## src/rtl/rpfp_pkg.sv

```systemverilog
// Shared types and constants of the request packet field parser.
// Depends on nothing; every other file but rpfp_stream_if imports it.
`timescale 1ns / 1ps
`default_nettype none

package rpfp_pkg;

  localparam logic [7:0]  CFG_MAX_FIELD_LENGTH = 8'd0;
  localparam logic [7:0]  CFG_MAX_OPCODE       = 8'd1;
  localparam logic [31:0] MAX_FIELD_LENGTH_RST = 32'd4096;
  localparam logic [7:0]  MAX_OPCODE_RST       = 8'd9;

  typedef enum logic [2:0] {
    REGION_HEADER   = 3'd0,
    REGION_NAME     = 3'd1,
    REGION_FIRST    = 3'd2,
    REGION_TRAILING = 3'd3,
    REGION_DISCARD  = 3'd4
  } region_e;

  typedef enum logic [2:0] {
    STATUS_OK           = 3'd0,
    STATUS_BAD_OPCODE   = 3'd1,
    STATUS_NAME_LONG    = 3'd2,
    STATUS_BAD_TYPE     = 3'd3,
    STATUS_PAYLOAD_LONG = 3'd4,
    STATUS_LEN_MISMATCH = 3'd5
  } status_e;

  typedef enum logic [8:0] {
    PH_TOTAL   = 9'b000000001,
    PH_OPCODE  = 9'b000000010,
    PH_NAMELEN = 9'b000000100,
    PH_NAME    = 9'b000001000,
    PH_TYPE    = 9'b000010000,
    PH_P1LEN   = 9'b000100000,
    PH_P1      = 9'b001000000,
    PH_REST    = 9'b010000000,
    PH_DISCARD = 9'b100000000
  } phase_e;

  typedef struct packed {
    logic [7:0] data_byte;
    logic       is_last;
  } in_item_t;

  typedef struct packed {
    logic [7:0]  out_byte;
    region_e     region;
    logic        report_valid;
    status_e     status;
    logic [7:0]  opcode;
    logic [31:0] name_length;
    logic        two_payloads;
    logic [31:0] first_length;
    logic [31:0] rest_length;
  } out_item_t;

  typedef struct packed {
    logic [7:0]  addr;
    logic [31:0] value;
  } cfg_item_t;

  typedef struct packed {
    logic [7:0] data_byte;
    logic       is_last;
    logic       type_bad;
    logic       opcode_bad;
  } q_item_t;

endpackage

`default_nettype wire

```

## src/rtl/rpfp_stream_if.sv

```systemverilog
// Valid/ready channel carrying one payload of type T per transaction.
// Used for the byte input, the result output and the configuration writes.
`timescale 1ns / 1ps
`default_nettype none

interface rpfp_stream_if #(
  parameter type T = logic
);
  logic valid;
  logic ready;
  T     data;

  modport source (output valid, output data, input ready);
  modport sink (input valid, input data, output ready);
endinterface

`default_nettype wire

```

## src/rtl/rpfp_queue.sv

```systemverilog
// Front end: accepts input bytes, classifies type and opcode values, and
// holds them in a two-entry queue. Depends on rpfp_pkg and rpfp_stream_if.
`timescale 1ns / 1ps
`default_nettype none

module rpfp_queue
  import rpfp_pkg::*;
(
  input  wire logic       clk_i,
  input  wire logic       rst_ni,
  input  wire logic [7:0] max_opcode_i,
  rpfp_stream_if.sink     in_i,
  output      logic       q_valid_o,
  output      q_item_t    q_item_o,
  input  wire logic       q_pop_i
);

  q_item_t    entry_q [2];
  logic       wr_ptr_q;
  logic       rd_ptr_q;
  logic [1:0] cnt_q;
  logic [1:0] cnt_d;
  logic       push;
  q_item_t    push_item;

  assign in_i.ready = (cnt_q != 2'd2);
  assign push       = in_i.valid && in_i.ready;

  always_comb begin
    push_item.data_byte  = in_i.data.data_byte;
    push_item.is_last    = in_i.data.is_last;
    push_item.type_bad   = (in_i.data.data_byte > 8'd1);
    push_item.opcode_bad = (in_i.data.data_byte > max_opcode_i);
  end

  assign cnt_d     = 2'(cnt_q + 2'(push) - 2'(q_pop_i));
  assign q_valid_o = (cnt_q != 2'd0);
  assign q_item_o  = entry_q[rd_ptr_q];

  always_ff @(posedge clk_i or negedge rst_ni) begin
    if (!rst_ni) begin
      wr_ptr_q <= 1'b0;
      rd_ptr_q <= 1'b0;
      cnt_q    <= 2'd0;
    end else begin
      if (push) begin
        wr_ptr_q <= ~wr_ptr_q;
      end
      if (q_pop_i) begin
        rd_ptr_q <= ~rd_ptr_q;
      end
      cnt_q <= cnt_d;
    end
  end

  always_ff @(posedge clk_i) begin
    if (push) begin
      entry_q[wr_ptr_q] <= push_item;
    end
  end

endmodule

`default_nettype wire

```

## src/rtl/rpfp_back.sv

```systemverilog
// Back end: packet parse state machine, length checks and the result
// register. Depends on rpfp_pkg and rpfp_stream_if.
`timescale 1ns / 1ps
`default_nettype none

module rpfp_back
  import rpfp_pkg::*;
#(
  parameter int LENGTH_BITS      = 32,
  parameter int SIZE_FIELD_BYTES = 8
) (
  input  wire logic        clk_i,
  input  wire logic        rst_ni,
  input  wire logic [31:0] max_field_length_i,
  input  wire logic        q_valid_i,
  input  wire q_item_t     q_item_i,
  output      logic        q_pop_o,
  rpfp_stream_if.source    out_o
);

  localparam int LW    = LENGTH_BITS;
  localparam int FW    = 8 * SIZE_FIELD_BYTES;
  localparam int CW    = (LENGTH_BITS > 32) ? LENGTH_BITS : 33;
  localparam int CNT_W = $clog2(SIZE_FIELD_BYTES);

  phase_e           phase_q, phase_d;
  logic [CNT_W-1:0] cnt_q, cnt_d;
  logic [31:0]      off_q, off_d;
  logic [LW-1:0]    total_q, total_d;
  logic [FW-1:0]    shift_q, shift_d;
  logic [7:0]       opc_q, opc_d;
  logic [LW-1:0]    name_len_q, name_len_d;
  logic             type_q, type_d;
  logic [LW-1:0]    first_len_q, first_len_d;
  logic [LW-1:0]    rem_q, rem_d;
  status_e          err_q, err_d;

  logic             out_valid_q;
  out_item_t        out_q;
  out_item_t        res;

  logic [FW-1:0]    shift_nx;
  logic [63:0]      field64;
  logic [LW-1:0]    field_v;
  logic             field_phase;
  logic             field_done;
  logic             too_big;
  logic [CW-1:0]    nxt;
  logic [CW-1:0]    left;
  logic             over_max;
  logic             over_left;
  region_e          region;
  status_e          st;

  assign q_pop_o     = q_valid_i && (!out_valid_q || out_o.ready);
  assign out_o.valid = out_valid_q;
  assign out_o.data  = out_q;

  assign field_phase = (phase_q == PH_TOTAL) || (phase_q == PH_NAMELEN) ||
                       (phase_q == PH_P1LEN);
  assign shift_nx    = shift_q | (FW'(q_item_i.data_byte) << {cnt_q, 3'b000});
  assign field64     = 64'(shift_nx);
  assign field_v     = LW'(field64);
  assign field_done  = (cnt_q == CNT_W'(SIZE_FIELD_BYTES - 1));
  assign too_big     = ((field64 >> LENGTH_BITS) != 64'd0);
  assign nxt         = CW'(off_q) + CW'(1);
  assign left        = (CW'(total_q) > nxt) ? (CW'(total_q) - nxt) : '0;
  assign over_max    = (CW'(field_v) > CW'(max_field_length_i));
  assign over_left   = (CW'(field_v) >= left);

  always_comb begin
    phase_d     = phase_q;
    cnt_d       = cnt_q;
    off_d       = off_q;
    total_d     = total_q;
    shift_d     = shift_q;
    opc_d       = opc_q;
    name_len_d  = name_len_q;
    type_d      = type_q;
    first_len_d = first_len_q;
    rem_d       = rem_q;
    err_d       = err_q;
    region      = REGION_HEADER;
    st          = STATUS_OK;
    res         = '0;

    if (field_phase) begin
      if (field_done) begin
        shift_d = '0;
        cnt_d   = '0;
      end else begin
        shift_d = shift_nx;
        cnt_d   = CNT_W'(cnt_q + CNT_W'(1));
      end
    end

    unique case (phase_q)
      PH_TOTAL: begin
        if (field_done) begin
          if (too_big) begin
            err_d   = STATUS_LEN_MISMATCH;
            phase_d = PH_DISCARD;
          end else begin
            total_d = field_v;
            phase_d = PH_OPCODE;
          end
        end
      end
      PH_OPCODE: begin
        opc_d = q_item_i.data_byte;
        if (q_item_i.opcode_bad) begin
          if (err_q == STATUS_OK) err_d = STATUS_BAD_OPCODE;
          phase_d = PH_DISCARD;
        end else begin
          phase_d = PH_NAMELEN;
        end
      end
      PH_NAMELEN: begin
        if (field_done) begin
          if (too_big) begin
            if (err_q == STATUS_OK) err_d = STATUS_LEN_MISMATCH;
            phase_d = PH_DISCARD;
          end else begin
            name_len_d = field_v;
            if (over_max || over_left) begin
              if (err_q == STATUS_OK) err_d = STATUS_NAME_LONG;
              phase_d = PH_DISCARD;
            end else begin
              rem_d   = field_v;
              phase_d = (field_v == '0) ? PH_TYPE : PH_NAME;
            end
          end
        end
      end
      PH_NAME: begin
        region = REGION_NAME;
        if (rem_q != '0) rem_d = LW'(rem_q - LW'(1));
        if (rem_d == '0) phase_d = PH_TYPE;
      end
      PH_TYPE: begin
        if (q_item_i.type_bad) begin
          if (err_q == STATUS_OK) err_d = STATUS_BAD_TYPE;
          phase_d = PH_DISCARD;
        end else begin
          type_d = q_item_i.data_byte[0];
          if (q_item_i.data_byte[0]) begin
            phase_d = PH_P1LEN;
          end else begin
            rem_d   = LW'(left);
            phase_d = PH_REST;
          end
        end
      end
      PH_P1LEN: begin
        if (field_done) begin
          if (too_big) begin
            if (err_q == STATUS_OK) err_d = STATUS_LEN_MISMATCH;
            phase_d = PH_DISCARD;
          end else begin
            first_len_d = field_v;
            if (over_max || over_left) begin
              if (err_q == STATUS_OK) err_d = STATUS_PAYLOAD_LONG;
              phase_d = PH_DISCARD;
            end else if (field_v == '0) begin
              rem_d   = LW'(left);
              phase_d = PH_REST;
            end else begin
              rem_d   = field_v;
              phase_d = PH_P1;
            end
          end
        end
      end
      PH_P1: begin
        region = REGION_FIRST;
        if (rem_q != '0) rem_d = LW'(rem_q - LW'(1));
        if (rem_d == '0) begin
          rem_d   = LW'(left);
          phase_d = PH_REST;
        end
      end
      PH_REST: begin
        region = REGION_TRAILING;
      end
      default: begin
        region = REGION_DISCARD;
      end
    endcase

    res.out_byte = q_item_i.data_byte;
    res.region   = region;

    if (q_item_i.is_last) begin
      st = err_d;
      if ((st == STATUS_OK) && ((phase_d != PH_REST) || (nxt != CW'(total_d)))) begin
        st = STATUS_LEN_MISMATCH;
      end
      res.report_valid = 1'b1;
      res.status       = st;
      res.opcode       = opc_d;
      res.name_length  = 32'(name_len_d);
      res.two_payloads = type_d;
      res.first_length = 32'(first_len_d);
      res.rest_length  = (phase_d == PH_REST) ? 32'(rem_d) : 32'd0;

      phase_d     = PH_TOTAL;
      cnt_d       = '0;
      off_d       = '0;
      total_d     = '0;
      shift_d     = '0;
      opc_d       = '0;
      name_len_d  = '0;
      type_d      = 1'b0;
      first_len_d = '0;
      rem_d       = '0;
      err_d       = STATUS_OK;
    end else if (off_q != '1) begin
      off_d = off_q + 32'd1;
    end
  end

  always_ff @(posedge clk_i or negedge rst_ni) begin
    if (!rst_ni) begin
      phase_d_reset: begin
        phase_q     <= PH_TOTAL;
        cnt_q       <= '0;
        off_q       <= '0;
        total_q     <= '0;
        shift_q     <= '0;
        opc_q       <= '0;
        name_len_q  <= '0;
        type_q      <= 1'b0;
        first_len_q <= '0;
        rem_q       <= '0;
        err_q       <= STATUS_OK;
        out_valid_q <= 1'b0;
      end
    end else begin
      if (q_pop_o) begin
        phase_q     <= phase_d;
        cnt_q       <= cnt_d;
        off_q       <= off_d;
        total_q     <= total_d;
        shift_q     <= shift_d;
        opc_q       <= opc_d;
        name_len_q  <= name_len_d;
        type_q      <= type_d;
        first_len_q <= first_len_d;
        rem_q       <= rem_d;
        err_q       <= err_d;
        out_valid_q <= 1'b1;
      end else if (out_o.ready) begin
        out_valid_q <= 1'b0;
      end
    end
  end

  always_ff @(posedge clk_i) begin
    if (q_pop_o) begin
      out_q <= res;
    end
  end

endmodule

`default_nettype wire

```

## src/rtl/request_packet_field_parser_core.sv

```systemverilog
// Request packet field parser. Takes one packet byte per transaction and
// returns one result per byte: the byte, its region tag and, on the last
// byte, the status and the parsed opcode, lengths and type. Sustained rate
// is one byte per clock while results are taken; each byte passes a
// two-entry input queue and then the result register before its result
// is on the output. The length compares are combinational and the parse
// state advances as each byte leaves the queue.
// Configuration writes (0: max field length, 1: max opcode) are always
// ready; other register indexes are ignored. Uses rpfp_pkg, rpfp_stream_if,
// rpfp_queue and rpfp_back.
`timescale 1ns / 1ps
`default_nettype none

module request_packet_field_parser_core
  import rpfp_pkg::*;
#(
  parameter int LENGTH_BITS      = 32,
  parameter int SIZE_FIELD_BYTES = 8
) (
  input  wire logic     clk_i,
  input  wire logic     rst_ni,
  rpfp_stream_if.sink   in_i,
  rpfp_stream_if.sink   cfg_i,
  rpfp_stream_if.source out_o
);

  logic [31:0] max_len_q;
  logic [7:0]  max_op_q;
  logic        q_valid;
  q_item_t     q_item;
  logic        q_pop;

  assign cfg_i.ready = 1'b1;

  always_ff @(posedge clk_i or negedge rst_ni) begin
    if (!rst_ni) begin
      max_len_q <= MAX_FIELD_LENGTH_RST;
      max_op_q  <= MAX_OPCODE_RST;
    end else if (cfg_i.valid) begin
      if (cfg_i.data.addr == CFG_MAX_FIELD_LENGTH) begin
        max_len_q <= cfg_i.data.value;
      end else if (cfg_i.data.addr == CFG_MAX_OPCODE) begin
        max_op_q <= cfg_i.data.value[7:0];
      end
    end
  end

  rpfp_queue u_queue (
    .clk_i        (clk_i),
    .rst_ni       (rst_ni),
    .max_opcode_i (max_op_q),
    .in_i         (in_i),
    .q_valid_o    (q_valid),
    .q_item_o     (q_item),
    .q_pop_i      (q_pop)
  );

  rpfp_back #(
    .LENGTH_BITS      (LENGTH_BITS),
    .SIZE_FIELD_BYTES (SIZE_FIELD_BYTES)
  ) u_back (
    .clk_i              (clk_i),
    .rst_ni             (rst_ni),
    .max_field_length_i (max_len_q),
    .q_valid_i          (q_valid),
    .q_item_i           (q_item),
    .q_pop_o            (q_pop),
    .out_o              (out_o)
  );

`ifndef ASSERT_OFF
  a_quiet_fields : assert property (@(posedge clk_i) disable iff (!rst_ni)
    (out_o.valid && !out_o.data.report_valid) |->
      (out_o.data.status == STATUS_OK && out_o.data.opcode == 8'd0 &&
       out_o.data.name_length == 32'd0 && out_o.data.rest_length == 32'd0))
    else $error("result without report carries parsed fields");

  a_single_payload : assert property (@(posedge clk_i) disable iff (!rst_ni)
    (out_o.valid && out_o.data.report_valid && !out_o.data.two_payloads) |->
      (out_o.data.first_length == 32'd0))
    else $error("first length reported for a single payload packet");

  a_discard_has_error : assert property (@(posedge clk_i) disable iff (!rst_ni)
    (out_o.valid && out_o.data.report_valid &&
     out_o.data.region == REGION_DISCARD) |->
      (out_o.data.status != STATUS_OK))
    else $error("discarded byte reported with ok status");
`endif

endmodule

`default_nettype wire

```

## src/flat_wrapper.sv

```systemverilog
// flat-port wrapper written by rule: the top's interface ports become plain ports
module request_packet_field_parser_core_flat import rpfp_pkg::*;
#(
  parameter int LENGTH_BITS      = 32,
  parameter int SIZE_FIELD_BYTES = 8
)
  (clk_i, rst_ni, in_i_valid, in_i_data, in_i_ready, cfg_i_valid, cfg_i_data, cfg_i_ready, out_o_valid, out_o_data, out_o_ready);
  rpfp_stream_if #(.T(in_item_t)) in_i_i ();
  rpfp_stream_if #(.T(cfg_item_t)) cfg_i_i ();
  rpfp_stream_if #(.T(out_item_t)) out_o_i ();
  input  wire logic clk_i;
  input  wire logic rst_ni;
  input wire logic [$bits(in_i_i.valid)-1:0] in_i_valid;
  input wire logic [$bits(in_i_i.data)-1:0] in_i_data;
  output wire logic [$bits(in_i_i.ready)-1:0] in_i_ready;
  input wire logic [$bits(cfg_i_i.valid)-1:0] cfg_i_valid;
  input wire logic [$bits(cfg_i_i.data)-1:0] cfg_i_data;
  output wire logic [$bits(cfg_i_i.ready)-1:0] cfg_i_ready;
  output wire logic [$bits(out_o_i.valid)-1:0] out_o_valid;
  output wire logic [$bits(out_o_i.data)-1:0] out_o_data;
  input wire logic [$bits(out_o_i.ready)-1:0] out_o_ready;
  assign in_i_i.valid = in_i_valid;
  assign in_i_i.data = in_i_data;
  assign in_i_ready = in_i_i.ready;
  assign cfg_i_i.valid = cfg_i_valid;
  assign cfg_i_i.data = cfg_i_data;
  assign cfg_i_ready = cfg_i_i.ready;
  assign out_o_valid = out_o_i.valid;
  assign out_o_data = out_o_i.data;
  assign out_o_i.ready = out_o_ready;
  request_packet_field_parser_core #(.LENGTH_BITS(LENGTH_BITS), .SIZE_FIELD_BYTES(SIZE_FIELD_BYTES)) u_core (.clk_i(clk_i), .rst_ni(rst_ni), .in_i(in_i_i), .cfg_i(cfg_i_i), .out_o(out_o_i));
endmodule
```

## config.mk

```make
export PLATFORM = sky130hd
export DESIGN_NAME = request_packet_field_parser_core_flat
export DESIGN_NICKNAME = d
export VERILOG_FILES = /design/src/rtl/rpfp_pkg.sv /design/src/rtl/rpfp_stream_if.sv /design/src/rtl/rpfp_queue.sv /design/src/rtl/rpfp_back.sv /design/src/rtl/request_packet_field_parser_core.sv /design/src/flat_wrapper.sv
export SDC_FILE = /design/constraint.sdc
export NUM_CORES = 1
export LEC_CHECK = 0
export BUFFER_PORTS_ARGS = -buffer_cell sky130_fd_sc_hd__buf_2
export CAP_MARGIN = 25
export CORE_MARGIN = 8
export CORE_UTILIZATION = 38
export CTS_CLUSTER_DIAMETER = 150
export DETAILED_ROUTE_END_ITERATION = 8
export GPL_ROUTABILITY_DRIVEN = 0
export PLACE_DENSITY_LB_ADDON = 0.1
export SLEW_MARGIN = 20
export SYNTH_ARGS = -nofsm -noshare
export SYNTH_HDL_FRONTEND = slang
export SYNTH_SLANG_ARGS = --single-unit
```

## constraint.sdc

```tcl
create_clock -name clk_i -period 12.8 [get_ports clk_i]
set_input_delay 2.56 -clock clk_i [delete_from_list [all_inputs] [get_ports clk_i]]
set_output_delay 2.56 -clock clk_i [all_outputs]
set_load 0.05 [all_outputs]
```

## After elaboration in Yosys (flattened, before gate mapping)

Memory sizes are Yosys's and may differ from the RTL's.
Index checks and enable logic that the tools add are counted.

| operators by class | value |
|---|---|
| $lt $le $gt $ge | 5 |
| $add $sub $neg | 7 |
| equal/unequal tests | 15 |
| reductions and logical operators | 28 |
| shift-type cells | 1 |
| muxes and demuxes | 83 |
| bitwise operators | 5 |

Operator list:

| cell | number |
|---|---|
| 32-bit two-way mux | 29 |
| 64-bit two-way mux | 3 |
| 32-bit one-hot mux with 5 select lines | 1 |
| 9-bit two-way mux | 13 |
| 109-bit two-way mux | 1 |
| 32-bit zero test | 3 |
| 64-bit OR | 1 |
| 64-bit nonzero test | 1 |
| 8-bit by 6-bit left shift with 64-bit output | 1 |
| 9-bit one-hot mux with 7 select lines | 1 |
| 3-bit two-way mux | 20 |
| 32-bit by 1-bit adder with 33-bit output, second input constant | 1 |
| 32-bit by 33-bit greater-or-equal comparator with 1-bit output | 1 |
| 32-bit by 33-bit > comparator with 1-bit output | 1 |
| 33-bit two-way mux | 1 |
| 33-bit by 32-bit inequality test with 1-bit output | 1 |
| 32-bit by 33-bit subtractor with 33-bit output | 1 |
| 32-bit by 1-bit adder with 32-bit output, second input constant | 1 |
| 32-bit > comparator | 1 |
| 8-bit two-way mux | 4 |
| 32-bit inequality test, second input constant | 1 |
| 32-bit nonzero test | 1 |
| 32-bit by 1-bit subtractor with 32-bit output, second input constant | 1 |
| 9-bit by 8-bit == test with 1-bit output, second input constant | 2 |
| 31 further kinds | 53 |

| word-level totals | value |
|---|---|
| flip-flop bits (word level) | 413 |
| word-level logic and storage cells | 172 |
| RAM bits | 22 |
| memories | 1 |

Memories:

| name | depth | bits a word | rd ports | clocked after Yosys merged registers in | write ports | RTL line | RTL |
|---|---|---|---|---|---|---|---|
| u_core.u_queue.entry_q | 2 | 11 | 1 | 0 | 1 | rpfp_queue.sv:18 | `q_item_t entry_q [2];` |

## Longest topological paths before layout

Gate-level depths: netlist of the first run.

| logic depth | value |
|---|---|
| depth after elaboration | 14 |
| mapped depth | 38 |
| gate-level depth less buffers | 33 |

## Modules after synthesis

Synthesis of the first run repeated with hierarchy kept, for this count alone.

| unflattened totals | value |
|---|---|
| cells, all modules | 2676 |
| area, all modules | 25159.1 um^2 |

Modules (own cells, without submodules):

| module | times used | area an instance (um^2) | seq. area each (um^2) | cells an instance |
|---|---|---|---|---|
| rpfp_back | 1 | 22390.2 | 9835.7 | 2505 |
| request_packet_field_parser_core | 1 | 1571.5 | 1004.7 | 91 |
| rpfp_queue | 1 | 1197.4 | 760.7 | 80 |

## Least setup slack after synthesis of the first run

OpenSTA, ideal clock, no wires.

| timing | value |
|---|---|
| kind | register to register |
| from | register u_core.u_back.off_q[0] |
| to | register u_core.u_back.out_q, in the netlist u_core.u_back.out_o.data[30], data pin |
| arrival | 7.804 ns |
| slack | 4.838 ns |
| stages on the path, launching flop included | 39 |
| library setup time | 0.158 ns |
| path buffers | 8 |
| required time | 12.642 ns |
| cell sequence | dfrtp_1 ha_1 and3_1 clkbuf_1 nand4_1 nor2_1 and3_1 clkbuf_1 nand3_1 xor2_1 ha_1 clkbuf_1 inv_1 nor3_1 nand3_1 nand3_1 a311o_1 a31o_2 [3 not listed] clkbuf_1 nand2_1 ha_1 and4_1 or3b_2 a21o_1 o211ai_1 a21oi_1 o211ai_1 nand2_1 a311o_1 nand4_1 o221ai_1 or3b_1 or4_1 buf_2 buf_6 a211oi_2 |

| on the way | value |
|---|---|
| word-level cells in the longest chain between the ends | 11 |
| elaborated cells on any way between the ends | 26 |
| those cells by class | 2 x add/sub; 2 x order compare; 1 x eq/ne; 19 x mux; 2 x reduce/logical |

Ends and longest elaborated chain:

| what | RTL line | RTL |
|---|---|---|
| from (decl) | rpfp_back.sv:28 | `logic [31:0] off_q, off_d;` |
| from (signal assigned) | rpfp_back.sv:227 | `off_q <= '0;` |
| from (signal assigned) | rpfp_back.sv:242 | `off_q <= off_d;` |
| 32-bit by 1-bit adder with 33-bit output * | rpfp_back.sv:66 | `assign nxt = CW'(off_q) + CW'(1);` |
| 32-bit by 33-bit subtractor with 33-bit output / 32-bit by 33-bit > comparator with 1-bit output (equally long branches) | rpfp_back.sv:67 | `assign left = (CW'(total_q) > nxt) ? (CW'(total_q) - nxt) : '0;` |
| 33-bit two-way mux * | rpfp_back.sv:67 |  |
| 32-bit by 33-bit greater-or-equal comparator with 1-bit output | rpfp_back.sv:69 | `assign over_left = (CW'(field_v) >= left);` |
| 1-bit logical OR | rpfp_back.sv:125, rpfp_back.sv:161 |  |
| 9-bit two-way mux (on tied branches) | rpfp_back.sv:161, rpfp_back.sv:125 |  |
| 9-bit two-way mux (on tied branches) | rpfp_back.sv:156, rpfp_back.sv:120 |  |
| 9-bit two-way mux (on tied branches) | rpfp_back.sv:155, rpfp_back.sv:119 |  |
| 9-bit one-hot mux with 7 select lines | rpfp_back.sv:97 | `unique case (phase_q)` |
| 9-bit by 8-bit == test with 1-bit output | rpfp_back.sv:204 | `res.rest_length = (phase_d == PH_REST) ? 32'(rem_d) : 32'd0;` |
| 2-bit AND reduction (no line) | n/a |  |
| to (signal assigned) | rpfp_back.sv:260 | `out_q <= res;` |
| to (decl) | rpfp_back.sv:39 | `out_item_t out_q;` |

Mark *: on every way between the ends. The rest lies on a longest branch, timed or not.
A chain may end at the register's enable or synchronous reset.

## Worst setup path after layout of the first run

Ends and elaborated chain as after synthesis.

==> results of run 1 <==
## sequential cells by signal, indices dropped and copies added, names as in the netlist
register	cells
u_core.u_back.cnt_q	3
u_core.u_back.total_q	32
u_core.u_back.out_o.data	120
u_core.u_back.opc_q	8
u_core.u_back.rem_q	32
u_core.u_back.err_q	3
u_core.u_back.type_q	1
u_core.u_queue.wr_ptr_q	1
u_core.max_op_q	8
u_core.u_queue.rd_ptr_q	1
u_core.u_back.off_q	32
u_core.u_back.shift_q	64
u_core.u_back.out_o.valid	1
u_core.max_len_q	32
u_core.u_back.phase_q	9
u_core.u_queue.entry_q	22
u_core.u_back.first_len_q	32
u_core.u_back.name_len_q	32
u_core.u_queue.cnt_q	2
## power by group through the flow
stage	Combinational, mW	Sequential (mW)	Clock [mW]
final	3.02	1.87	1.45
after global routing	3.19	1.89	1.53
after CTS	2.97	1.86	1.48
after detailed placement	2.96	1.89	0
after global placement	2.94	1.89	0
after floorplan	1.39	2.28	0
## layout make-up
type,instances,area [sq um]
Timing Repair Buffer,239,1430
Inverter,108,410
Clock inverter,31,355
Tap cell,855,1070
Sequential cell,435,11600
Multi-Input combinational cell,1966,11900
Clock buffer,61,1300
Fill cell,6363,36000
Antenna cell,1,2.50
## worst reg2reg max path, delay by kind of cell (launching register included)
kind            cells  cell delay, ps
compound gates     14            2380
xor+xnor            1             220
fa+ha+maj           3             980
buf+inv             1             270
flops               1             470
simple gates       14            4880
## placed cells by master (no fill, tap or decap), drive strengths merged, types with 77 or more instances in the layout
master / count
nand2: 332
dfrtp: 289
nor2: 287
o21ai: 246
buf: 239
a21oi: 194
edfxtp: 142
ha: 109
inv: 109
a211oi: 77
## Yosys cell counts, types with 46 or more instances
| library cell | count |
|---|---|
| clkbuf_1 | 134 |
| xor2_1 | 46 |
| nand3_1 | 54 |
| o21ai_0 | 237 |
| nor3_1 | 53 |
| a211oi_1 | 76 |
| dfrtp_1 | 289 |
| o31ai_1 | 48 |
| edfxtp_1 | 142 |
| xnor2_1 | 62 |
| a21oi_1 | 193 |
| inv_1 | 107 |
| nand2_1 | 332 |
| nor2_1 | 286 |
| ha_1 | 109 |
## routing by layer
| layer | routed length [microns] | share of wire [%] |
|---|---|---|
| met1 | 40200 | 44 |
| met3 | 8050 | 8.7 |
| met2 | 40200 | 44 |
| met4 | 3760 | 4.1 |
| met5 | 31 | 0.034 |
## worst max path at each step
stage | startpoint | to | slack [ps] | cells past startpoint
2_1_floorplan | u_core.u_back.off_q[0]$_DFFE_PN0P_ | u_core.u_back.out_o.data[30]$_SDFFCE_PN0P_ | 4840 | 38
6_report | u_core.u_back.off_q[0]$_DFFE_PN0P_ | u_core.u_back.out_o.data[30]$_SDFFCE_PN0P_ | 3480 | 33
4_1_cts | u_core.u_back.off_q[0]$_DFFE_PN0P_ | u_core.u_back.out_o.data[30]$_SDFFCE_PN0P_ | 3670 | 33
3_3_place_gp | u_core.u_back.off_q[0]$_DFFE_PN0P_ | u_core.u_back.out_o.data[30]$_SDFFCE_PN0P_ | 3920 | 33
5_1_grt | u_core.u_back.off_q[0]$_DFFE_PN0P_ | u_core.u_back.out_o.data[30]$_SDFFCE_PN0P_ | 2940 | 33
3_5_place_dp | u_core.u_back.off_q[0]$_DFFE_PN0P_ | u_core.u_back.out_o.data[30]$_SDFFCE_PN0P_ | 3700 | 33
## kinds of logic (layout without fill, tap and decap cells)
kind of cell	count (synthesis)	in the layout	synth area share, %
buffers and inverters	266	439	4.21
and+or+nand+nor	938	938	17.5
xor gates and xnor gates	109	109	3.96
other	1	2	0.0153
AOI/OAI and AO/OA	778	778	19.9
muxes	26	26	1.16
DFF	435	435	47.4
adders and majority gates	114	114	5.82
## metrics by stage
stage	cell area, sq um	hold WS [ps]	utilization, %	std cells	setup WS, ps
floorplan	24500	445	-	2667	4840
global placement	26300	461	41.1	3596	3920
detailed placement	26400	471	41.2	3600	3700
CTS	28000	485	43.7	3692	3670
global route	28100	500	43.8	3695	2940
finish	28100	479	43.8	3696	3480
==> impl_metrics.xml, run 1 <==
<?xml version="1.0" encoding="UTF-8"?>
<metrics>
  <group name="worst_hold_path">
    <metric name="worst_hold_path_type" unit="">reg -&gt; reg</metric>
    <metric name="hold_depth" unit="">2</metric>
    <metric name="hold-path-endpoint" unit="">u_core.u_back.name_len_q[19]$_DFFE_PN0P_</metric>
    <metric name="min-delay-start" unit="">u_core.u_back.name_len_q[19]$_DFFE_PN0P_</metric>
  </group>
  <group name="yosys">
    <metric name="synth.avg_cell_area" unit="sq um">9.18</metric>
    <metric name="synth_top_flop_cell" unit="">dfrtp_1</metric>
    <metric name="synth_fp_nets" unit="">2831</metric>
    <metric name="number_of_library_cell_types_mapped_by_synthesis" unit="">90</metric>
    <metric name="synthesis.yosys.warnings" unit="">0</metric>
    <metric name="synth_enable_flop_cells" unit="">142</metric>
    <metric name="synth_sequential_area_ratio" unit="%">47.4</metric>
    <metric name="synth_async_sr_flop_share" unit="%">67.4</metric>
    <metric name="synthDominantAreaCellType" unit="">dfrtp_1</metric>
    <metric name="synth-seq-cells" unit="">435</metric>
    <metric name="netlist_area" unit="sq um">24500</metric>
    <metric name="postSynthCellCount" unit="">2667</metric>
    <metric name="area_share_of_the_largest_cell_type_after_synthesis" unit="%">29.5</metric>
    <metric name="netlist_top_cells_area" unit="">dfrtp_1 30%, edfxtp_1 17%, ha_1 5.6%, nand2_1 5.1%, o21ai_0 4.8%</metric>
  </group>
  <group name="placement">
    <metric name="detailed_place_hpwl" unit="microns">66500</metric>
    <metric name="buffers_added_on_ports" unit="">175</metric>
  </group>
  <group name="timing">
    <metric name="final_min_period_over_clock_period" unit="%">72.8</metric>
    <metric name="clock-skew-final" unit="ps">36.4</metric>
    <metric name="worstMarginPinSlew" unit="ps">1150</metric>
    <metric name="post-route-min-period" unit="ps">9320</metric>
    <metric name="final-setup-viol-count" unit="">0</metric>
    <metric name="timing.final.hold_violations" unit="">0</metric>
    <metric name="tns" unit="ps">0</metric>
    <metric name="timing.final.max_slew_violations" unit="">0</metric>
    <metric name="grt_setup_unrepaired" unit="">false</metric>
    <metric name="max-slew-margin-rel" unit="%">22.8</metric>
    <metric name="timing.fmax" unit="GHz">0.107</metric>
  </group>
  <group name="clock_network">
    <metric name="clock-sinks" unit="">435</metric>
    <metric name="clock_latency" unit="ps">620</metric>
    <metric name="cts.repair.resized" unit="">0</metric>
    <metric name="post_cts.repair.setup_buffers" unit="">0</metric>
    <metric name="h-tree-depth" unit="">2</metric>
    <metric name="tritoncts_clock_tree" unit="">yes</metric>
    <metric name="cts.clk_slew.worst_paths" unit="ps">60</metric>
    <metric name="cts_hold_buf" unit="">0</metric>
    <metric name="clock_path_buffers" unit="">3</metric>
    <metric name="cts_buffers" unit="">49</metric>
    <metric name="cts_root_buffer" unit="">clkbuf_16</metric>
  </group>
  <group name="global_routing">
    <metric name="grt_busiest_layer" unit="">met2</metric>
    <metric name="global_route.overflow_total" unit="">0</metric>
    <metric name="antenna_violations_before_repair" unit="">5</metric>
    <metric name="grt_pass1_wl" unit="microns">138000</metric>
    <metric name="first_global_vias" unit="">21000</metric>
    <metric name="grt.met2_usage" unit="%">36.8</metric>
    <metric name="grt.met1_usage" unit="%">34.0</metric>
    <metric name="gr-usage-all-layers" unit="%">24.4</metric>
    <metric name="grt_max_degree" unit="">184</metric>
    <metric name="grt_util_met3" unit="%">5.44</metric>
  </group>
  <group name="worst_setup_path">
    <metric name="timing.rr.end" unit="">u_core.u_back.out_o.data[30]$_SDFFCE_PN0P_</metric>
    <metric name="r2r_setup_slack" unit="ps">3480</metric>
    <metric name="max_stage_delay" unit="ps">890</metric>
    <metric name="cp.arrival" unit="ps">9770</metric>
    <metric name="critPathMaxFanout" unit="">32</metric>
    <metric name="setup.worst_path.class" unit="">reg -&gt; reg</metric>
    <metric name="worst_setup_path_start_kind" unit="">flip-flop</metric>
    <metric name="critical_path.top_delay_family" unit="">simple AND/OR/NAND/NOR gates</metric>
    <metric name="cp_data_required_time" unit="ps">13250</metric>
    <metric name="ff2ff_path_depth" unit="">33</metric>
    <metric name="reg2reg_from" unit="">u_core.u_back.off_q[0]$_DFFE_PN0P_</metric>
    <metric name="critical_path.slowest_cell" unit="">nor4b_1</metric>
    <metric name="critPathCaptureType" unit="">flip-flop</metric>
    <metric name="wp_buf_inv" unit="">1</metric>
  </group>
  <group name="pwr">
    <metric name="max-vdd-ir-drop" unit="mV">0.107</metric>
    <metric name="comb_power_share" unit="%">47.7</metric>
    <metric name="power_leakage" unit="nW">11.9</metric>
    <metric name="internal_power" unit="mW">3.29</metric>
    <metric name="clock_power_share" unit="%">22.9</metric>
    <metric name="power" unit="mW">6.34</metric>
    <metric name="total_switching_power" unit="mW">3.05</metric>
    <metric name="power_density" unit="nW/um^2">226</metric>
    <metric name="net_switching_fraction_of_the_power" unit="%">48.1</metric>
    <metric name="power.sequential.fraction" unit="%">29.4</metric>
  </group>
  <group name="detailed_routing">
    <metric name="drtPass1Iterations" unit="">6</metric>
    <metric name="via_density" unit="">5.92</metric>
    <metric name="drtAntennaViolNets" unit="">0</metric>
    <metric name="initialDrtViolationCount" unit="">2393</metric>
    <metric name="routedWlPerCell" unit="microns">25.0</metric>
    <metric name="num_vias" unit="">21900</metric>
    <metric name="drt_drc_violations_left" unit="">0</metric>
    <metric name="finalWirelength" unit="microns">92200</metric>
  </group>
  <group name="floorplanning">
    <metric name="design.die.area" unit="sq um">72800</metric>
    <metric name="core_area" unit="sq um">64100</metric>
    <metric name="dieWidth" unit="microns">270</metric>
    <metric name="row_count" unit="">93</metric>
    <metric name="dieHeight" unit="microns">270</metric>
    <metric name="initial_utilization" unit="%">38.2</metric>
    <metric name="pin_count" unit="">177</metric>
  </group>
  <group name="finish">
    <metric name="final_net_count" unit="">2963</metric>
    <metric name="area_growth" unit="%">14.8</metric>
    <metric name="drive_above_1_share" unit="%">13.0</metric>
  </group>
  <group name="flow_run">
    <metric name="timing.max_cap.violations" unit="">0</metric>
  </group>
  <group name="run_status">
    <metric name="outcome" unit="">completed</metric>
  </group>
</metrics>
(Power assumes the default switching activity.)
==> inputs of run 2 (changes only) <==
- clock period: 12.8 -> 9.35 ns (I/O delays scaled with it)
==> impl_metrics.xml, run 2 (same netlist as run 1, synthesis figures left out) <==
<?xml version="1.0" encoding="UTF-8"?>
<metrics>
  <group name="run_status">
    <metric name="outcome" unit="">completed</metric>
  </group>
  <group name="finish">
    <metric name="finalInstanceArea" unit="sq um">28100</metric>
    <metric name="area_of_the_multi_input_gates" unit="sq um">11900</metric>
    <metric name="drive_above_1_share" unit="%">13.1</metric>
    <metric name="sequential_cell_area" unit="sq um">11600</metric>
    <metric name="final_cell_count_no_fill" unit="">3704</metric>
    <metric name="final_net_count" unit="">2973</metric>
    <metric name="final_core_util" unit="%">43.8</metric>
    <metric name="area_growth" unit="%">14.8</metric>
    <metric name="num_antenna_cells" unit="">0</metric>
    <metric name="mostFrequentLayoutCells" unit="">331 x nand2_1, 289 x dfrtp_1, 282 x nor2_1, 236 x o21ai_0, 193 x a21oi_1</metric>
    <metric name="largest_register_ff_count" unit="">120</metric>
    <metric name="nFillCells" unit="">6254</metric>
    <metric name="mostFrequentLayoutCell" unit="">nand2_1</metric>
  </group>
  <group name="flow_run">
    <metric name="timing.max_cap.violations" unit="">0</metric>
  </group>
  <group name="worst_setup_path">
    <metric name="setup.worst_path.class" unit="">reg -&gt; reg</metric>
    <metric name="max_stage_delay" unit="ps">680</metric>
    <metric name="critical_path.slowest_cell" unit="">a2111oi_0</metric>
    <metric name="critPathMaxFanout" unit="">14</metric>
    <metric name="worst_setup_path_start_kind" unit="">flip-flop</metric>
    <metric name="cp_data_required_time" unit="ps">9710</metric>
    <metric name="cp.arrival" unit="ps">9000</metric>
    <metric name="critPathCaptureType" unit="">flip-flop</metric>
  </group>
  <group name="clock_network">
    <metric name="cts.clk_slew.worst_paths" unit="ps">60</metric>
    <metric name="tritoncts_clock_tree" unit="">yes</metric>
    <metric name="h-tree-depth" unit="">2</metric>
    <metric name="clock_latency" unit="ps">630</metric>
    <metric name="clock_path_buffers" unit="">3</metric>
    <metric name="post_cts.repair.setup_buffers" unit="">0</metric>
    <metric name="clock-sinks" unit="">435</metric>
    <metric name="cts_buffers" unit="">49</metric>
    <metric name="cts_root_buffer" unit="">clkbuf_16</metric>
  </group>
  <group name="floorplanning">
    <metric name="dieWidth" unit="microns">270</metric>
    <metric name="core_area" unit="sq um">64100</metric>
    <metric name="pin_count" unit="">177</metric>
    <metric name="initial_utilization" unit="%">38.2</metric>
    <metric name="row_count" unit="">93</metric>
    <metric name="design.die.area" unit="sq um">72800</metric>
    <metric name="dieHeight" unit="microns">270</metric>
  </group>
  <group name="global_routing">
    <metric name="first_global_vias" unit="">21200</metric>
    <metric name="global_route.overflow_total" unit="">0</metric>
    <metric name="antenna_violations_before_repair" unit="">4</metric>
    <metric name="grt_max_degree" unit="">128</metric>
    <metric name="grt_pass1_wl" unit="microns">140000</metric>
    <metric name="gr-usage-all-layers" unit="%">24.8</metric>
  </group>
  <group name="placement">
    <metric name="buffers_added_on_ports" unit="">175</metric>
    <metric name="dp_cells" unit="">3611</metric>
    <metric name="detailed_place_hpwl" unit="microns">67900</metric>
    <metric name="placedInstanceArea" unit="sq um">26500</metric>
  </group>
  <group name="pwr">
    <metric name="max-vdd-ir-drop" unit="mV">0.151</metric>
    <metric name="clock_power_share" unit="%">22.4</metric>
    <metric name="comb_power_share" unit="%">48.2</metric>
    <metric name="power_leakage" unit="nW">11.9</metric>
    <metric name="power_density" unit="nW/um^2">309</metric>
    <metric name="net_switching_fraction_of_the_power" unit="%">48.3</metric>
    <metric name="power.sequential.fraction" unit="%">29.5</metric>
    <metric name="total_switching_power" unit="mW">4.19</metric>
    <metric name="internal_power" unit="mW">4.49</metric>
  </group>
  <group name="timing">
    <metric name="timing.final.hold_violations" unit="">0</metric>
    <metric name="max-slew-margin-rel" unit="%">24.2</metric>
    <metric name="worstMarginPinSlew" unit="ps">1130</metric>
    <metric name="final_min_period_over_clock_period" unit="%">92.4</metric>
    <metric name="final-setup-viol-count" unit="">0</metric>
    <metric name="grt_setup_unrepaired" unit="">false</metric>
    <metric name="timing.final.max_slew_violations" unit="">0</metric>
    <metric name="post-route-min-period" unit="ps">8640</metric>
    <metric name="clock-skew-final" unit="ps">27.3</metric>
    <metric name="timing.fmax" unit="GHz">0.116</metric>
    <metric name="tns" unit="ps">0</metric>
  </group>
  <group name="detailed_routing">
    <metric name="routedWlPerCell" unit="microns">25.2</metric>
    <metric name="drtPass1Iterations" unit="">6</metric>
    <metric name="num_vias" unit="">22100</metric>
    <metric name="finalWirelength" unit="microns">93400</metric>
    <metric name="drt_drc_violations_left" unit="">0</metric>
    <metric name="via_density" unit="">5.97</metric>
    <metric name="initialDrtViolationCount" unit="">2383</metric>
    <metric name="drtAntennaViolNets" unit="">0</metric>
  </group>
  <group name="worst_hold_path">
    <metric name="worst_hold_path_type" unit="">reg -&gt; reg</metric>
  </group>
</metrics>
## run 2: changes by cell type in the layout (fill, tap and decap cells not counted), sizes merged
cell / change
buf: +10
bufinv: -3
diode: -1
inv: -2
clkinvlp: -2
clkinv: -9
clkbuf: +15
## run 2: cell type report
cell class | count | area share, %
timing repair buffer | 249 | 5.35
multi-input combinational | 1966 | 42.4
tap | 855 | 3.81
clock buffer | 76 | 5.15
clock inverter | 15 | 0.561
sequential | 435 | 41.3
inverter | 108 | 1.46
## run 2: metal layers
layer / vias to the layer above / share of wire (%) / track usage (%) / wire [microns]
met3: 235 / 8.0 / 5.57 / 7500
met5: - / 0 / 0 / 0
li1: 9948 / - / - / -
met2: 1079 / 43 / 37.0 / 40100
met4: 0 / 5.0 / 10.2 / 4650
met1: 10800 / 44 / 34.4 / 41100
## run 2: worst max-delay path, delay by kind of cell (launching register included)
kind                     cells  cell delay, ps
AO/OA/AOI/OAI               14            3090
XOR/XNOR                     1             190
adder cells (fa/ha/maj)      3             970
buffers and inverters        3             650
flip-flops                   1             460
AND/OR/NAND/NOR             14            3020
## run 2: per-stage QoR
| step | total power, mW | hold WS, ps | worst slack, ps |
|---|---|---|---|
| 2_1_floorplan | 5.02 | 445 | 1390 |
| 3_3_place_gp | 6.61 | 459 | 1010 |
| 3_5_place_dp | 6.68 | 468 | 785 |
| 4_1_cts | 8.64 | 481 | 753 |
| 5_1_grt | 9.05 | 502 | 190 |
| 6_report | 8.69 | 477 | 708 |
## run 2: power by group through the flow
stage / Sequential (mW) / Combinational, mW / Clock [mW]
2_1_floorplan: 3.12 / 1.90 / 0
3_3_place_gp: 2.58 / 4.03 / 0
3_5_place_dp: 2.59 / 4.10 / 0
4_1_cts: 2.55 / 4.11 / 1.98
5_1_grt: 2.59 / 4.41 / 2.05
6_report: 2.56 / 4.18 / 1.94
## run 2: worst paths after layout
check,start,end,slack (ps),cells after the start
max in group asynchronous,rst_ni,u_core.u_back.name_len_q[28]$_DFFE_PN0P_,6720,2
min,u_core.u_back.shift_q[24]$_DFFE_PN0P_,u_core.u_back.shift_q[24]$_DFFE_PN0P_,480,2
min in group asynchronous,rst_ni,u_core.max_len_q[22]$_DFFE_PN0P_,1230,1
max reg2reg,u_core.u_back.off_q[0]$_DFFE_PN0P_,u_core.u_back.out_o.data[13]$_SDFFCE_PN0P_,710,35
min reg2reg,u_core.u_back.shift_q[24]$_DFFE_PN0P_,u_core.u_back.shift_q[24]$_DFFE_PN0P_,480,2
max,u_core.u_back.off_q[0]$_DFFE_PN0P_,u_core.u_back.out_o.data[13]$_SDFFCE_PN0P_,710,35
## run 2: what timing repair did
item,4_1_cts,5_1_grt
endpoints found under the setup margin,0,1
gates resized for setup,0,1
hold buffers,0,0
